--- src/rtl/ths_pkg.sv ---
package ths_pkg;

  // Fixed widths of the key, the message bytes and the hash result
  localparam int KEY_WORDS = 4;
  localparam int WORD_W    = 64;
  localparam int KEY_W     = KEY_WORDS * WORD_W;
  localparam int KEY_EXT_W = KEY_W + WORD_W;   // room for windows that run past the key
  localparam int HASH_W    = 32;
  localparam int DATA_W    = 8;
  localparam int CNT_W     = 4;
  localparam int POS_W     = 8;                // holds any message length up to 255
  localparam int CFG_IDX_W = 2;

  // Default sizes
  localparam int HASH_BITS_DEF    = 32;
  localparam int MAX_MSG_BITS_DEF = 192;

  // Register indexes
  localparam logic [CFG_IDX_W-1:0] REG_KEY_WORD_0 = 2'd0;
  localparam logic [CFG_IDX_W-1:0] REG_KEY_WORD_1 = 2'd1;
  localparam logic [CFG_IDX_W-1:0] REG_KEY_WORD_2 = 2'd2;
  localparam logic [CFG_IDX_W-1:0] REG_KEY_WORD_3 = 2'd3;

  // One item as it travels down the row of cells
  typedef struct packed {
    logic [DATA_W-1:0] data;
    logic [CNT_W-1:0]  cnt;    // valid bits, already clipped to DATA_W
    logic [POS_W-1:0]  pos;    // message position of data bit 0
    logic              last;
    logic              ovf;    // bits of this message were dropped so far
    logic [HASH_W-1:0] part;   // xor of windows picked up so far
  } ths_item_t;

endpackage

--- src/rtl/ths_acc.sv ---
module ths_acc import ths_pkg::*; (
  input  logic              clk,
  input  logic              rst_n,
  input  logic              in_valid,
  input  ths_item_t         in_item,
  output logic              in_ready,
  output logic              out_valid,
  output logic [HASH_W-1:0] out_hash_value,
  output logic              out_overflow,
  input  logic              out_ready
);

  logic [HASH_W-1:0] acc_r, acc_nxt;
  logic              out_valid_r, out_valid_nxt;
  logic [HASH_W-1:0] hash_r;
  logic              ovf_r;
  logic              take;
  logic              slot_free;

  // A non-last item always folds into the accumulator; a last one needs the slot
  assign slot_free = !out_valid_r || out_ready;
  assign in_ready  = !in_item.last || slot_free;
  assign take      = in_valid && in_ready;

  always_comb begin
    acc_nxt       = acc_r;
    out_valid_nxt = out_valid_r && !out_ready;
    if (take) begin
      if (in_item.last) begin
        acc_nxt       = '0;
        out_valid_nxt = 1'b1;
      end else begin
        acc_nxt = acc_r ^ in_item.part;
      end
    end
  end

  always_ff @(posedge clk) begin
    if (!rst_n) begin
      acc_r       <= '0;
      out_valid_r <= 1'b0;
    end else begin
      acc_r       <= acc_nxt;
      out_valid_r <= out_valid_nxt;
    end
  end

  // Result register
  always_ff @(posedge clk) begin
    if (take && in_item.last) begin
      hash_r <= acc_r ^ in_item.part;
      ovf_r  <= in_item.ovf;
    end
  end

  assign out_valid      = out_valid_r;
  assign out_hash_value = hash_r;
  assign out_overflow   = ovf_r;

endmodule

--- config.mk ---
export PLATFORM = sky130hd
export DESIGN_NAME = ths_acc
export DESIGN_NICKNAME = d
export VERILOG_FILES = /design/src/rtl/ths_pkg.sv /design/src/rtl/ths_acc.sv
export SDC_FILE = /design/constraint.sdc
export NUM_CORES = 1
export LEC_CHECK = 0
export BUFFER_PORTS_ARGS = -buffer_cell sky130_fd_sc_hd__buf_4
export CAP_MARGIN = 20
export CORE_AREA = 2 2 88 90
export CTS_BUF_LIST = sky130_fd_sc_hd__clkbuf_4 sky130_fd_sc_hd__clkbuf_8 sky130_fd_sc_hd__clkbuf_16
export CTS_CLUSTER_SIZE = 28
export DETAILED_ROUTE_END_ITERATION = 12
export DIE_AREA = 0 0 90 92
export PLACE_DENSITY = 0.75
export SLEW_MARGIN = 20
export SYNTH_ARGS = -nofsm -noshare
export SYNTH_HDL_FRONTEND = slang
export SYNTH_SLANG_ARGS = --single-unit
--- constraint.sdc ---
create_clock -name clk -period 3 [get_ports clk]
set_clock_uncertainty 0.1 [all_clocks]
set_input_delay 0.15 -clock clk [delete_from_list [all_inputs] [get_ports clk]]
set_output_delay 0.15 -clock clk [all_outputs]
set_load 0.01 [all_outputs]
Word level (Yosys, flattened, before mapping):

Cells that the tools add are included.

* muxes and demuxes: 3
* bitwise gates (word level): 1
* reduce and logical (&&, ||, !) cells: 8

Operator list (number)
* $mux W32: 1
* $xor A32 B32 Y32: 1
* $logic_and A1 B1 Y1: 3
* $logic_not A1 Y1: 3
* $logic_or A1 B1 Y1: 2
* $mux W1: 2

* register bits: 66

Longest topological paths before layout:

* depth after elaboration: 5
* mapped depth: 5
* depth with buffers taken out: 2

Least setup slack after synthesis:

OpenSTA, ideal clock, no wires.

* kind: reg-to-reg
* from: register out_valid_r, in the netlist out_valid
* to: register hash_r[0], in the netlist out_hash_value[0], enable pin
* setup time: 423 ps
* arrival time: 2130 ps
* data required time: 2477 ps
* slack: 347 ps
* stages on the path, launching flop included: 4
* path buffers: 1
* period minus slack after synthesis: 2653 ps
* cell sequence: dfxtp_1 clkbuf_1 and2b_1 nor2_1

* word-level cells in the longest chain between the ends: 5

RTL lines
* start, declared: RTL line ths_acc.sv:14 `logic out_valid_r, out_valid_nxt;`
* start signal, assigned: RTL line ths_acc.sv:44 `out_valid_r <= out_valid_nxt;`
* $logic_not A1 Y1: RTL line ths_acc.sv:21 `assign slot_free = !out_valid_r || out_ready;`
* $logic_or A1 B1 Y1: RTL line ths_acc.sv:21
* $logic_or A1 B1 Y1: RTL line ths_acc.sv:22 `assign in_ready = !in_item.last || slot_free;`
* $logic_and A1 B1 Y1: RTL line ths_acc.sv:23 `assign take = in_valid && in_ready;`
* $logic_and A1 B1 Y1: RTL line ths_acc.sv:50 `if (take && in_item.last) begin`
* end signal, assigned: RTL line ths_acc.sv:51 `hash_r <= acc_r ^ in_item.part;`
* end, declared: RTL line ths_acc.sv:15 `logic [HASH_W-1:0] hash_r;`

Every way passes these cells.
A chain may end at the register's enable or synchronous reset.

Final worst setup path:

* from: input port in_valid
* to: register hash_r[22], in the netlist out_hash_value[22], enable pin

* word-level cells in the longest chain between the ends: 2

RTL lines
* start, declared: RTL line ths_acc.sv:4 `input logic in_valid,`
* $logic_and A1 B1 Y1: RTL line ths_acc.sv:23
* $logic_and A1 B1 Y1: RTL line ths_acc.sv:50

Every way passes these cells.

==> results.toml <==
[detailed_routing]
vias = 2604
drt_iter0_drc = 143
wl_met1_um = 3235
wl_met2_um = 3515
dr.max_layer_used = "met4"
drt-total-wl_um = 7213
met3WireLength_um = 298
drt-vias-per-instance = 5.686
wire_per_inst_um = 15.75
ant_nets = 0
drc = 0
dr.pass1.iters = 4

[critical_path]
startpoint = "in_valid"
regToRegEndpoint = "out_hash_value[22]$_DFFE_PP_"
crit_fanout = 65
worst-r2r-cell-count = 3
critical_path_class = "input port to register"
reg2reg_slack_ns = 1.37
cpMaxStageDelayCell = "buf_4"
critPathMaxStageDelay_ns = 0.46
cpMostUsedCell = "buf_4"
required_ns = 2.94
endpoint_kind = "register"
startpoint_type = "input port"
r2r_start = "out_valid$_SDFF_PN0_"
crit_arrival_ns = 1.59
crit_end = "out_hash_value[22]$_DFFE_PP_"
path_cells = "buf_4, nand2_1, nor2_4, buf_4"

[place]
dp_hpwl_um = 4377
io_buffers = 72
post-place-ws_ns = 0.9439
gp_congestion = 0.6956
place_inst = 442

[timing]
finalSetupViolations = 0
maxSlewHeadroom = 0.6166
fmax_ghz = 0.6060
hold_violations = 0
rsz0062_at_grt = "false"
setup_tns_ns = 0
worst_pin_slew_ns = 0.5751
hold_ws_ns = 0.01668
min_period_ns = 1.650
worst_slack_ns = 1.350
fin_crit_sh = 0.5501
slew_viol_final = 0

[layout]
utilization = 0.5837
drive_gt1_frac = 0.2640
nets = 410
antennaDiodeCount = 0
area_growth_pct = 20.75
final_cells = 458

[global_route]
grt_pass1_vias = 2576
grt_util_all_layers = 0.1803
grt_max_degree = 66
grt_pass1_wl_um = 12040
overflow = 0
grt_antenna_before_repair = 0

[pwr]
seqPwrFrac = 0.505
p_leak_nw = 1.765
p_per_area_nw_per_um2 = 471.5
power.share.switching = 0.2388
pwr-share-comb = 0.129
power_frac_clock = 0.365
intPower_mw = 1.560
peakVddDrop_uv = 262.6
p_switching_uw = 489.4

[min_path]
min_from = "in_item[15]"
hold_path.class = "input port to register"

[cts]
postCtsHoldBufs = 1
clock_sinks = 66
cts_tree = "yes"
cts_htree_levels = 3
cts_setup_buffers = 0
path_clk_slew_ns = 0.07
root_buffer = "clkbuf_8"
cts_made_buffers = 9
clkLatencyLatePin_ns = 0.34
clk_path_buf_depth = 2
cts_resized = 0

[yosys]
syn_avg_cell_area_sq_um = 12.33
synth_top_area_cell = "edfxtp_1"
synth_cell_type_count = 21
ys_top_cells_by_area = "edfxtp_1 28%, dfxtp_1 18%, o41a_1 10%"
mappedNetlistNets = 350
ys_seq_area_frac = 0.4588
synth_area_sq_um = 3600
ys_ff_latch = 66
ys_warn_count = 0
synth_top_area_frac = 0.2753
syn_inst = 292

[floorplanning]
rows = 32
chipHeight_um = 92
io_pins = 93
dieArea_sq_um = 8280
die_w_um = 90
initial_core_util = 0.4834
design.core.area_sq_um = 7447

[outcome]
outcome = "completed"

[flow_run]
maxCapViolations = 0
layout by cell type (no fill, tap or decap), drive strengths merged:
master	instances
buf	76
dfxtp	33
edfxtp	33
xor2	32
and4b	32
nor3b	32
nor2b	32
o41a	32
nor4bb	19
and4bb	13
clkbuf	12
nand2	2
clkinv	2
and2b	1
nor2	1
nand2b	1
a21boi	1
bufinv	1
dlygate4sd3	1
cell usage after synthesis:
cell,number
a21boi_0,1
o41a_1,32
clkbuf_1,11
xor2_1,32
edfxtp_1,33
nor3b_1,32
and2b_1,1
and4b_1,32
and4bb_1,11
nor4bb_1,19
dfxtp_1,33
buf_2,4
clkbuf_2,2
nor2b_1,32
buf_1,1
buf_4,7
nand2b_1,1
nor2_1,1
nand2_1,2
buf_6,3
and4bb_2,2
sequential cells by signal (all words and copies together), names as in the netlist:
register and count:
out_hash_value 32, out_valid 1, acc_r 32, out_overflow 1
worst min path at each step:
stage | end | depth (start not counted)
after floorplan | out_overflow$_DFFE_PP_ | 0
after global placement | out_overflow$_DFFE_PP_ | 1
after detailed placement | out_overflow$_DFFE_PP_ | 1
after CTS | out_hash_value[9]$_DFFE_PP_ | 2
after global routing | out_hash_value[9]$_DFFE_PP_ | 2
final | out_hash_value[15]$_DFFE_PP_ | 2
power groups by stage:
stage / logic (mW) / registers, mW / clock network (mW)
floorplan: 0.145 / 1.06 / 0
global placement: 0.259 / 1.05 / 0
detailed placement: 0.267 / 1.06 / 0
CTS: 0.269 / 1.04 / 0.769
global route: 0.290 / 1.04 / 0.808
finish: 0.265 / 1.04 / 0.749
area by class of cell:
cell class / count / area [sq um]
Multi-Input combinational cell: 198 / 1794
Timing Repair Buffer: 77 / 580.6
Tap cell: 102 / 127.6
Sequential cell: 66 / 1652
Clock buffer: 12 / 152.6
Clock inverter: 3 / 40.04
Fill cell: 669 / 3100
stage by stage:
step / power, mW / cell area, sq um
after global placement: 1.311 / 4144
after CTS: 2.073 / 4347
final: 2.049 / 4347
after floorplan: 1.209 / 3600
after global routing: 2.140 / 4347
after detailed placement: 1.322 / 4144
layer usage:
layer | GRT usage | vias to the layer above
met4 | 0.09103 | 0
met1 | 0.2198 | 1264
met2 | 0.3051 | 59
li1 | - | 1268
met5 | 0 | -
met3 | 0.03533 | 13
kinds of logic (layout without fill, tap and decap cells):
| family | Yosys count | after routing | synth area share |
|---|---|---|---|
| AO/OA/AOI/OAI | 33 | 33 | 0.1022 |
| XOR/XNOR | 32 | 32 | 0.07786 |
| buffers and inverters | 28 | 92 | 0.04484 |
| flip-flops | 66 | 66 | 0.4588 |
| AND/OR/NAND/NOR | 133 | 133 | 0.3163 |
critical path, delay by kind of cell:
family | cells | cell delay [ns]
buffers and inverters | 2 | 0.75
AND/OR/NAND/NOR | 2 | 0.67
No activity file was read; power rests on OpenSTA's default activity.
