## src/rtl/ths_pkg.sv

```systemverilog
package ths_pkg;

  // Fixed widths of the key, the message bytes and the hash result
  localparam int KEY_WORDS = 4;
  localparam int WORD_W    = 64;
  localparam int KEY_W     = KEY_WORDS * WORD_W;
  localparam int KEY_EXT_W = KEY_W + WORD_W;   // room for windows that run past the key
  localparam int HASH_W    = 32;
  localparam int DATA_W    = 8;
  localparam int CNT_W     = 4;
  localparam int POS_W     = 8;                // holds any message length up to 255
  localparam int CFG_IDX_W = 2;

  // Default sizes
  localparam int HASH_BITS_DEF    = 32;
  localparam int MAX_MSG_BITS_DEF = 192;

  // Register indexes
  localparam logic [CFG_IDX_W-1:0] REG_KEY_WORD_0 = 2'd0;
  localparam logic [CFG_IDX_W-1:0] REG_KEY_WORD_1 = 2'd1;
  localparam logic [CFG_IDX_W-1:0] REG_KEY_WORD_2 = 2'd2;
  localparam logic [CFG_IDX_W-1:0] REG_KEY_WORD_3 = 2'd3;

  // One item as it travels down the row of cells
  typedef struct packed {
    logic [DATA_W-1:0] data;
    logic [CNT_W-1:0]  cnt;    // valid bits, already clipped to DATA_W
    logic [POS_W-1:0]  pos;    // message position of data bit 0
    logic              last;
    logic              ovf;    // bits of this message were dropped so far
    logic [HASH_W-1:0] part;   // xor of windows picked up so far
  } ths_item_t;

endpackage

```

## src/rtl/ths_cell.sv

```systemverilog
module ths_cell import ths_pkg::*; #(
  parameter int IDX          = 0,
  parameter int HASH_BITS    = HASH_BITS_DEF,
  parameter int MAX_MSG_BITS = MAX_MSG_BITS_DEF
) (
  input  logic             clk,
  input  logic             rst_n,
  input  logic [KEY_W-1:0] key,
  input  logic             in_valid,
  input  ths_item_t        in_item,
  output logic             in_ready,
  output logic             out_valid,
  output ths_item_t        out_item,
  input  logic             out_ready
);

  localparam int KEPT = (HASH_BITS < HASH_W) ? HASH_BITS : HASH_W;

  logic              valid_r, valid_nxt;
  ths_item_t         item_r, item_nxt;
  logic [POS_W:0]    bit_pos;
  logic              take;
  logic [KEY_EXT_W-1:0] key_sh;
  logic [HASH_W-1:0] window;

  // Message position of the bit this cell handles
  assign bit_pos = {1'b0, in_item.pos} + (POS_W+1)'(IDX);
  assign take    = (CNT_W'(IDX) < in_item.cnt) &&
                   (bit_pos < (POS_W+1)'(MAX_MSG_BITS)) &&
                   in_item.data[IDX];

  // Key window starting at this position; key bits past the key read as 0
  assign key_sh = {{WORD_W{1'b0}}, key} >> bit_pos;

  for (genvar i = 0; i < HASH_W; i++) begin : g_win
    if (i < KEPT) begin : g_kept
      assign window[i] = key_sh[HASH_BITS-1-i];
    end else begin : g_drop
      assign window[i] = 1'b0;
    end
  end

  assign in_ready = !valid_r || out_ready;

  always_comb begin
    item_nxt      = in_item;
    item_nxt.part = in_item.part ^ (take ? window : '0);
    valid_nxt     = in_ready ? in_valid : valid_r;
  end

  // Stage register
  always_ff @(posedge clk) begin
    if (!rst_n) begin
      valid_r <= 1'b0;
    end else begin
      valid_r <= valid_nxt;
    end
  end

  always_ff @(posedge clk) begin
    if (in_valid && in_ready) begin
      item_r <= item_nxt;
    end
  end

  assign out_valid = valid_r;
  assign out_item  = item_r;

endmodule

```

## config.mk

```make
export PLATFORM = sky130hd
export DESIGN_NAME = ths_cell
export DESIGN_NICKNAME = d
export VERILOG_FILES = /design/src/rtl/ths_pkg.sv /design/src/rtl/ths_cell.sv
export SDC_FILE = /design/constraint.sdc
export NUM_CORES = 1
export LEC_CHECK = 0
export BUFFER_PORTS_ARGS = -buffer_cell sky130_fd_sc_hd__buf_2
export CAP_MARGIN = 20
export CORE_MARGIN = 8
export CORE_UTILIZATION = 25
export DETAILED_ROUTE_END_ITERATION = 10
export PLACE_DENSITY = 0.42
export SKIP_LAST_GASP = 1
export SYNTH_ARGS = -nofsm -noshare
export SYNTH_HDL_FRONTEND = slang
export SYNTH_SLANG_ARGS = --single-unit
export TNS_END_PERCENT = 100
```

## constraint.sdc

```tcl
create_clock -name clk -period 6.36 [get_ports clk]
set_clock_uncertainty 0.15 [all_clocks]
set_input_delay 1.59 -clock clk [delete_from_list [all_inputs] [get_ports clk]]
set_output_delay 1.59 -clock clk [all_outputs]
set_load 0.1 [all_outputs]
```

# Word level (Yosys, flattened, before mapping)
# Index checks and enable logic that the tools add are counted.
# Widths: inputs -> output; s select.
# word_totals
register_bits	55
out_inout_bits	56
# op_classes
order_cmp	2
n_shift	1
mux	1
bitwise	1
reduce_logical	5
# ops
operator	n
$shr 256x8->32	1
$mux 32	1
$xor 32x32->32	1
$lt 8x8->1 const B	1
$lt 1x4->1 const A	1
$logic_and 1x1->1	3
$logic_not 1->1	1
$logic_or 1x1->1	1

# Depth between registers and ports, before layout
# Gate-level depths: netlist of run 1.
# logic_depth
depth_word	5
ltp_mapped	12
mapped_depth_nobuf	7

# Worst setup path after synthesis of run 1
# No wires, ideal clock.
# synth_timing
path_kind	input to register
start	input port out_ready
end	register item_r (netlist bit out_item[0]), enable pin
arrival_time_ps	3792
slack_ps	2001
cell_stages	2
path_buffers	0
path_cell_list	nand2b_1 and2_1
# synth_between
elab_chain_len	2
# synth_rtl
element	line	source
from (decl)	ths_cell.sv:14	input logic out_ready
$logic_or 1x1->1	ths_cell.sv:43	assign in_ready = !valid_r || out_ready;
$logic_and 1x1->1	ths_cell.sv:61	if (in_valid && in_ready) begin
to (signal assigned)	ths_cell.sv:62	item_r <= item_nxt;
to (decl)	ths_cell.sv:20	ths_item_t item_r, item_nxt;
# No other way between the ends.
# A chain may end at the register's enable or synchronous reset.

==> results of run 1 <==
power by group through the flow:
stage | Combinational [mW] | Clock, mW | Sequential, mW
2_1_floorplan | 1.07 | 0 | 0.672
3_3_place_gp | 2.03 | 0 | 0.453
3_5_place_dp | 2.04 | 0 | 0.454
4_1_cts | 2.04 | 0.299 | 0.446
5_1_grt | 2.16 | 0.309 | 0.448
6_report | 2.09 | 0.278 | 0.445
synth_stat cells (6+ instances only):
library cell	n
sky130_fd_sc_hd__nor4_1	10
sky130_fd_sc_hd__a221oi_1	24
sky130_fd_sc_hd__mux2_2	118
sky130_fd_sc_hd__buf_1	23
sky130_fd_sc_hd__mux2i_1	182
sky130_fd_sc_hd__buf_6	7
sky130_fd_sc_hd__o21ai_1	6
sky130_fd_sc_hd__o22a_1	6
sky130_fd_sc_hd__mux2_1	6
sky130_fd_sc_hd__o21ai_0	43
sky130_fd_sc_hd__a22oi_1	16
sky130_fd_sc_hd__nand2b_1	9
sky130_fd_sc_hd__nand3_1	39
sky130_fd_sc_hd__xnor2_1	17
sky130_fd_sc_hd__edfxtp_1	54
sky130_fd_sc_hd__clkbuf_1	54
sky130_fd_sc_hd__a2111oi_0	6
sky130_fd_sc_hd__a211oi_1	16
sky130_fd_sc_hd__nor3_1	22
sky130_fd_sc_hd__a31oi_1	13
sky130_fd_sc_hd__o22ai_1	14
sky130_fd_sc_hd__mux4_2	289
sky130_fd_sc_hd__o221ai_1	9
sky130_fd_sc_hd__o211a_1	6
sky130_fd_sc_hd__buf_2	67
sky130_fd_sc_hd__o211ai_1	21
sky130_fd_sc_hd__a21oi_1	37
sky130_fd_sc_hd__buf_4	19
sky130_fd_sc_hd__nor2_1	102
sky130_fd_sc_hd__nand2_1	151
sky130_fd_sc_hd__o2111ai_1	13
sky130_fd_sc_hd__a32oi_1	8
sky130_fd_sc_hd__and2_1	9
sky130_fd_sc_hd__xor2_1	15
sky130_fd_sc_hd__nand4_1	11
sky130_fd_sc_hd__and3_1	8
layer usage:
layer | up-vias | track usage (%) | part of all wire (%)
met5 | - | 0 | 0
met4 | 0 | 9.59 | 4.4
met3 | 136 | 4.20 | 8.8
met2 | 1118 | 36.0 | 44
met1 | 8656 | 33.7 | 43
li1 | 6922 | - | -
tightest hold or removal path, delay by kind of cell (launching register included):
kind             cells  cell delay (ps)
AO/OA/AOI/OAI        1               90
flip-flops           1              310
AND/OR/NAND/NOR      1              100
final cells by class:
cell class / instances / area share (%)
sequential: 55 / 8.55
timing repair buffer: 414 / 12.8
clock buffer: 7 / 0.691
inverter: 8 / 0.169
clock inverter: 1 / 0.0391
multi-input combinational: 1303 / 72.2
tap: 864 / 5.63
kinds of logic (layout without fill, tap and decap cells):
| family | Yosys count | in the layout | synth area share [%] |
|---|---|---|---|
| mux | 595 | 595 | 59.4 |
| xor+xnor | 32 | 32 | 1.71 |
| buf+inv | 178 | 430 | 5.35 |
| compound gates | 296 | 296 | 13.2 |
| flops | 55 | 55 | 10.0 |
| simple gates | 380 | 380 | 10.3 |
sequential cells by signal, summed over array words and instances (netlist names):
register	count
out_item	54
out_valid	1
how the worst min path moves through the flow:
stage / startpoint / cells after the start / end
after floorplan: in_item[32] / 0 / out_item[32]
after CTS: out_valid / 2 / out_valid
after global routing: out_valid / 2 / out_valid
final: out_valid / 2 / out_valid
after detailed placement: out_valid / 2 / out_valid
after global placement: out_valid / 2 / out_valid
stage by stage:
step | cell area, µm² | worst slack [ps] | power (mW) | hold WS (ps) | cells
6_report | 19200 | 1230 | 2.81 | 397 | 2652
3_5_place_dp | 19100 | 1060 | 2.49 | 401 | 2644
4_1_cts | 19200 | 1390 | 2.79 | 411 | 2652
5_1_grt | 19200 | 1240 | 2.91 | 427 | 2652
3_3_place_gp | 19100 | 1070 | 2.49 | 356 | 2644
2_1_floorplan | 16400 | 2000 | 1.74 | 1540 | 1536
==> implementation parameters, run 1 <==
Parameter                              Value

Detailed routing
  Number of optimization iterations in the first detailed-route pass ... 5
  DRC ... 0
  Starting DRC count in detailed routing ... 2530
  Total wire length ... 92600 µm
  Vias after detailed routing ... 16.8k
  Average routed wire per standard cell ... 34.9 µm
  Antenna-violating nets left ... 0
  Vias per Instance ... 6.35

Layout
  Diodes inserted ... 0
  Final core utilization ... 29.4%
  Count of fill cells added during filler insertion ... 6913
  Most common cell after layout, fill and taps aside ... sky130_fd_sc_hd__buf_2
  Sequential cell area ... 0.00164 mm²
  Multi-input gate area in the final layout ... 0.0139 mm²
  Most used cells in the layout excluding fill and tap cells ... sky130_fd_sc_hd__buf_2 (332), sky130_fd_sc_hd__mux4_2 (289), sky130_fd_sc_hd__mux2i_1 (182), sky130_fd_sc_hd__nand2_1 (151), sky130_fd_sc_hd__mux2_2 (118)
  Area growth from synthesis to layout ... 17.4%
  Final net count ... 2101
  Fraction of layout instances using a drive strength above 1 ... 47.0%

Timing
  Final min period ... 5130 ps
  Number of max-slew violations in the final report ... 0
  Setup Viol. Count Final ... 0
  RSZ-0062 raised after global routing ... false
  Number of hold violations in the final report ... 0
  Fmax ... 0.195 GHz
  Max-Slew Margin vs Limit ... 14.2%
  Tcrit/Tclk final ... 80.7%
  Slew at the pin with the worst max-slew slack ... 1270 ps
  Final TNS setup ... 0 ps

Global routing
  Antenna violations before repair ... 0
  Total congestion overflow ... 0
  Vias in the first global route ... 16.5k
  GRT Resource Usage Total ... 23.9%
  Pin count of the biggest net entering global routing ... 68
  First-pass GRT wire length ... 129000 µm

Placed design
  Quantity of I/O buffers inserted on ports ... 336
  HPWL Detailed ... 76300 µm
  Global placer's final weighted congestion ... 1.06

Critical path
  R2r endpoint ... out_item[23]
  Worst-path fanout max ... 26
  Path depth of the worst reg2reg path ... 3
  Cell class contributing the biggest share of worst-path delay ... simple AND/OR/NAND/NOR gates
  Setup slack, reg-to-reg ... 4660 ps
  Critical Path Source ... in_item[38]
  Cell seen most often among critical-path stages ... sky130_fd_sc_hd__buf_4
  Worst setup SP type ... input port
  Crit Path Category ... input port to flip-flop
  Highest-delay cell along the critical path ... sky130_fd_sc_hd__nor4_1
  Cell depth of the worst setup path ... 9
  Cell Chain, Critical Path ... buf_2 > buf_4 > nor2_2 > nand2_1 > o21ai_0 > nor2_1 > nor4_1 > buf_4 > xor2_1
  Reg-to-Reg Start ... out_valid
  End of the critical path ... out_item[31]
  Required time of the critical path ... 6270 ps
  Category of the worst setup path capture point ... flip-flop
  Data arrival time of the worst path ... 5040 ps
  Number of buffer and inverter instances along the worst setup path ... 3
  Slowest stage delay, CP ... 830 ps

Clock tree
  Clock latency reported for the late side of the worst-skew pair ... 300 ps
  Maximum buffer depth of the clock tree ... 2
  Clock net sink count ... 55
  Depth of the CTS H-tree ... 2
  Post-cts resize count ... 0
  CTS buffer count ... 5
  Hold-fix buffers, CTS ... 0
  Register clock-pin slew on the reported worst setup and hold paths ... 70 ps
  CTS tree ... yes
  Post-CTS Setup Bufs ... 0
  Clk root buf ... sky130_fd_sc_hd__clkbuf_16

Floorplanning
  Effective utilization at floorplan ... 25.1%
  Floorplan core area ... 0.0653 mm²
  Die X-Extent ... 272 µm
  Placement Rows ... 94
  Die Y-Extent ... 272 µm
  Die ar. ... 0.0739 mm²
  Io pins ... 370

Synth
  Synth area leaders ... sky130_fd_sc_hd__mux4_2 (40%), sky130_fd_sc_hd__mux2i_1 (11%), sky130_fd_sc_hd__edfxtp_1 (9.9%), sky130_fd_sc_hd__mux2_2 (8.1%), sky130_fd_sc_hd__nand2_1 (3.5%)
  Top cell type's share of synthesized area ... 39.8%
  Sequential cell area fraction in the yosys report ... 10.0%
  Most common flop cell mapped by yosys ... sky130_fd_sc_hd__edfxtp_1
  Syn. warnings ... 0
  Number of cells produced by synthesis ... 1536
  Netlist Area Pre-Place ... 0.0164 mm²
  Flops & latches, synth ... 55
  Post-Synthesis Net Count ... 1850
  Number of distinct library cells after synthesis ... 73
  Cell type with the largest total area after synthesis ... sky130_fd_sc_hd__mux4_2
  Number of enable flip-flop cells after synthesis ... 54
  Share of flip-flops with an asynchronous set or reset after synthesis ... 0%
  Mapped Avg Cell Area ... 10.7 µm²

Min path
  Min-Delay Path Class ... flip-flop to flip-flop

Power and ir drop
  Leak pwr ... 7.15 nW
  Peak ir drop on the vdd network ... 0.0921 mV
  Sequential share of power ... 15.8%
  Total power divided by cell area ... 146 mW/mm²
  Net switching power of the design ... 1.47 mW
  Portion of total power attributed to combinational logic ... 74.3%
  Fraction of power consumed by the clock network ... 9.9%
  Cell internal pwr ... 1.34 mW
  Switching power as a share of total power ... 52.3%

Run
  Max-cap viol count ... 0

Outcome
  Run status ... complete, no violations
No activity file was read; power rests on OpenSTA's default activity.
==> run 2, diff against run 1 <==
- PLACE_DENSITY: 0.42 -> 0.44
- clock period: 6.36 -> 4.62 ns (I/O delays scaled with it)
==> run 2 against run 1 <==
Net effect: via count is 2.9% higher; power is 48% higher; cell count is 4.6% higher; combinational power is 48% higher; global-route usage is 1.5 points higher; highest routed layer is now met5; register-to-register slack worse by 2100 ps; utilization is 1.6 points higher; non-clock buffer count is 121 higher; setup slack worse by 1100 ps.
==> implementation parameters, run 2 (synthesized netlist as in run 1, its figures left out) <==
Parameter                              Value

Placed design
  Global placer's final weighted congestion ... 0.965
  Quantity of I/O buffers inserted on ports ... 336
  Cells after DPL ... 2765
  Setup slack at placement ... -181 ps
  HPWL Detailed ... 82600 µm
  Cell Area, Placed ... 0.0201 mm²

Detailed routing
  DRC ... 0
  Starting DRC count in detailed routing ... 2286
  Total wire length ... 98000 µm
  Average routed wire per standard cell ... 35.3 µm
  Antenna-violating nets left ... 0
  Vias per Instance ... 6.24
  Number of optimization iterations in the first detailed-route pass ... 5
  Vias after detailed routing ... 17.3k

Critical path
  R2r endpoint ... out_item[22]
  Worst-path fanout max ... 34
  Required time of the critical path ... 4530 ps
  Path depth of the worst reg2reg path ... 3
  Data arrival time of the worst path ... 4440 ps
  Reg-to-Reg Start ... out_valid
  Category of the worst setup path capture point ... flip-flop
  Crit Path Category ... input port to flip-flop
  Worst setup SP type ... input port
  Setup slack, reg-to-reg ... 2520 ps

Clock tree
  Depth of the CTS H-tree ... 2
  Post-CTS Setup Bufs ... 0
  Clock net sink count ... 55
  CTS buffer count ... 5
  Post-cts resize count ... 0
  Clock latency reported for the late side of the worst-skew pair ... 300 ps
  Clk root buf ... sky130_fd_sc_hd__clkbuf_16
  CTS tree ... yes
  Register clock-pin slew on the reported worst setup and hold paths ... 70 ps
  Hold-fix buffers, CTS ... 0
  Maximum buffer depth of the clock tree ... 2

Timing
  Number of hold violations in the final report ... 0
  Number of max-slew violations in the final report ... 0
  Tcrit/Tclk final ... 98.0%
  Slew at the pin with the worst max-slew slack ... 1020 ps
  Final min period ... 4530 ps
  Final TNS setup ... 0 ps
  Fmax ... 0.221 GHz
  Max-Slew Margin vs Limit ... 30.6%
  Setup Viol. Count Final ... 0
  Slack of the critical path ... 92.5 ps
  RSZ-0062 raised after global routing ... false

Min path
  Min-Delay Path Class ... flip-flop to flip-flop
  Startpoint of the lowest-slack hold path ... out_valid
  End point of the most critical hold path ... out_valid
  Number of instances on the worst hold path ... 2

Layout
  Most used cells in the layout excluding fill and tap cells ... sky130_fd_sc_hd__buf_2 (332), sky130_fd_sc_hd__mux4_2 (289), sky130_fd_sc_hd__mux2i_1 (182), sky130_fd_sc_hd__buf_4 (179), sky130_fd_sc_hd__nand2_1 (151)
  Area growth from synthesis to layout ... 23.7%
  Final instance area ... 0.0202 mm²
  Number of non-filler instances in the completed layout ... 2774
  Count of fill cells added during filler insertion ... 6782
  Final net count ... 2222
  Most common cell after layout, fill and taps aside ... sky130_fd_sc_hd__buf_2
  Fraction of layout instances using a drive strength above 1 ... 50.4%
  Final core utilization ... 31.0%
  Flip-flop count of the largest register after layout ... 54

Floorplanning
  Placement Rows ... 94
  Io pins ... 370
  Die Y-Extent ... 272 µm
  Floorplan core area ... 0.0653 mm²
  Effective utilization at floorplan ... 25.1%
  Die ar. ... 0.0739 mm²
  Die X-Extent ... 272 µm

Global routing
  GRT Resource Usage Total ... 25.4%
  Antenna violations before repair ... 4
  Total congestion overflow ... 0
  Pin count of the biggest net entering global routing ... 62
  First-pass GRT wire length ... 137000 µm
  Vias in the first global route ... 17.1k

Power and ir drop
  Leak pwr ... 7.79 nW
  Peak ir drop on the vdd network ... 0.131 mV
  Total power divided by cell area ... 205 mW/mm²

Run
  Max-cap viol count ... 0

Outcome
  Run status ... complete, no violations
==> run 2: cell types whose count changed in the layout (fill, tap and decap cells not counted) <==
cell	before	now
sky130_fd_sc_hd__clkbuf_1	2	0
sky130_fd_sc_hd__buf_12	12	20
sky130_fd_sc_hd__clkinvlp_4	1	0
sky130_fd_sc_hd__buf_4	66	179
sky130_fd_sc_hd__clkinv_2	0	1
sky130_fd_sc_hd__bufinv_16	0	1
sky130_fd_sc_hd__clkinv_4	0	1
sky130_fd_sc_hd__diode_2	0	1
sky130_fd_sc_hd__nor2_1	101	102
sky130_fd_sc_hd__nor2_2	1	0
==> run 2: area by class of cell <==
cell class	instances	area (µm²)	area share, %
clock buffer	5	125	0.618
timing repair buffer	535	3460	17.1
multi-input combinational	1303	13900	68.4
antenna	1	2.50	0.0124
clock inverter	3	43.8	0.216
sequential	55	1640	8.11
inverter	8	32.5	0.161
tap	864	1080	5.34
==> run 2: per-layer routing <==
metal  vias to the layer above  part of all wire, %  track usage, %
li1                       7190                    -               -
met1                      8892                   44            36.4
met2                      1085                   44            38.4
met3                       145                  8.2            4.01
met4                         4                  4.2            9.32
met5                         -                0.028               0
==> run 2: how the worst max path moves through the flow <==
stage             endpoint   startpoint  slack, ps
6_report       out_item[2]  in_item[35]         90
5_1_grt        out_item[9]  in_item[35]         20
4_1_cts        out_item[2]  in_item[35]        170
3_5_place_dp   out_item[2]  in_item[35]       -180
3_3_place_gp   out_item[2]  in_item[35]       -160
2_1_floorplan  out_item[0]    out_ready        700
==> run 2: report_power, final <==
| group | internal (mW) | switching [mW] | total (mW) |
|---|---|---|---|
| registers | 0.604 | 0.00862 | 0.613 |
| clock network | 0.256 | 0.187 | 0.443 |
| logic | 1.16 | 1.94 | 3.09 |
| total | 2.02 | 2.13 | 4.15 |
==> run 2: worst max-delay path: stages <==
cell,delay [ps]
sky130_fd_sc_hd__buf_8,280
sky130_fd_sc_hd__buf_12,260
sky130_fd_sc_hd__mux4_2,530
sky130_fd_sc_hd__mux2i_1,410
sky130_fd_sc_hd__mux2i_1,240
sky130_fd_sc_hd__a221oi_1,490
sky130_fd_sc_hd__a221oi_1,220
sky130_fd_sc_hd__buf_4,190
sky130_fd_sc_hd__o2111ai_1,350
sky130_fd_sc_hd__buf_4,210
sky130_fd_sc_hd__xnor2_1,60
==> run 2: through the flow <==
stage	hold WS (ps)	total power [mW]
after floorplan	1100	2.40
final	443	4.15
after global placement	483	3.65
after detailed placement	483	3.64
after CTS	493	4.11
after global routing	525	4.28
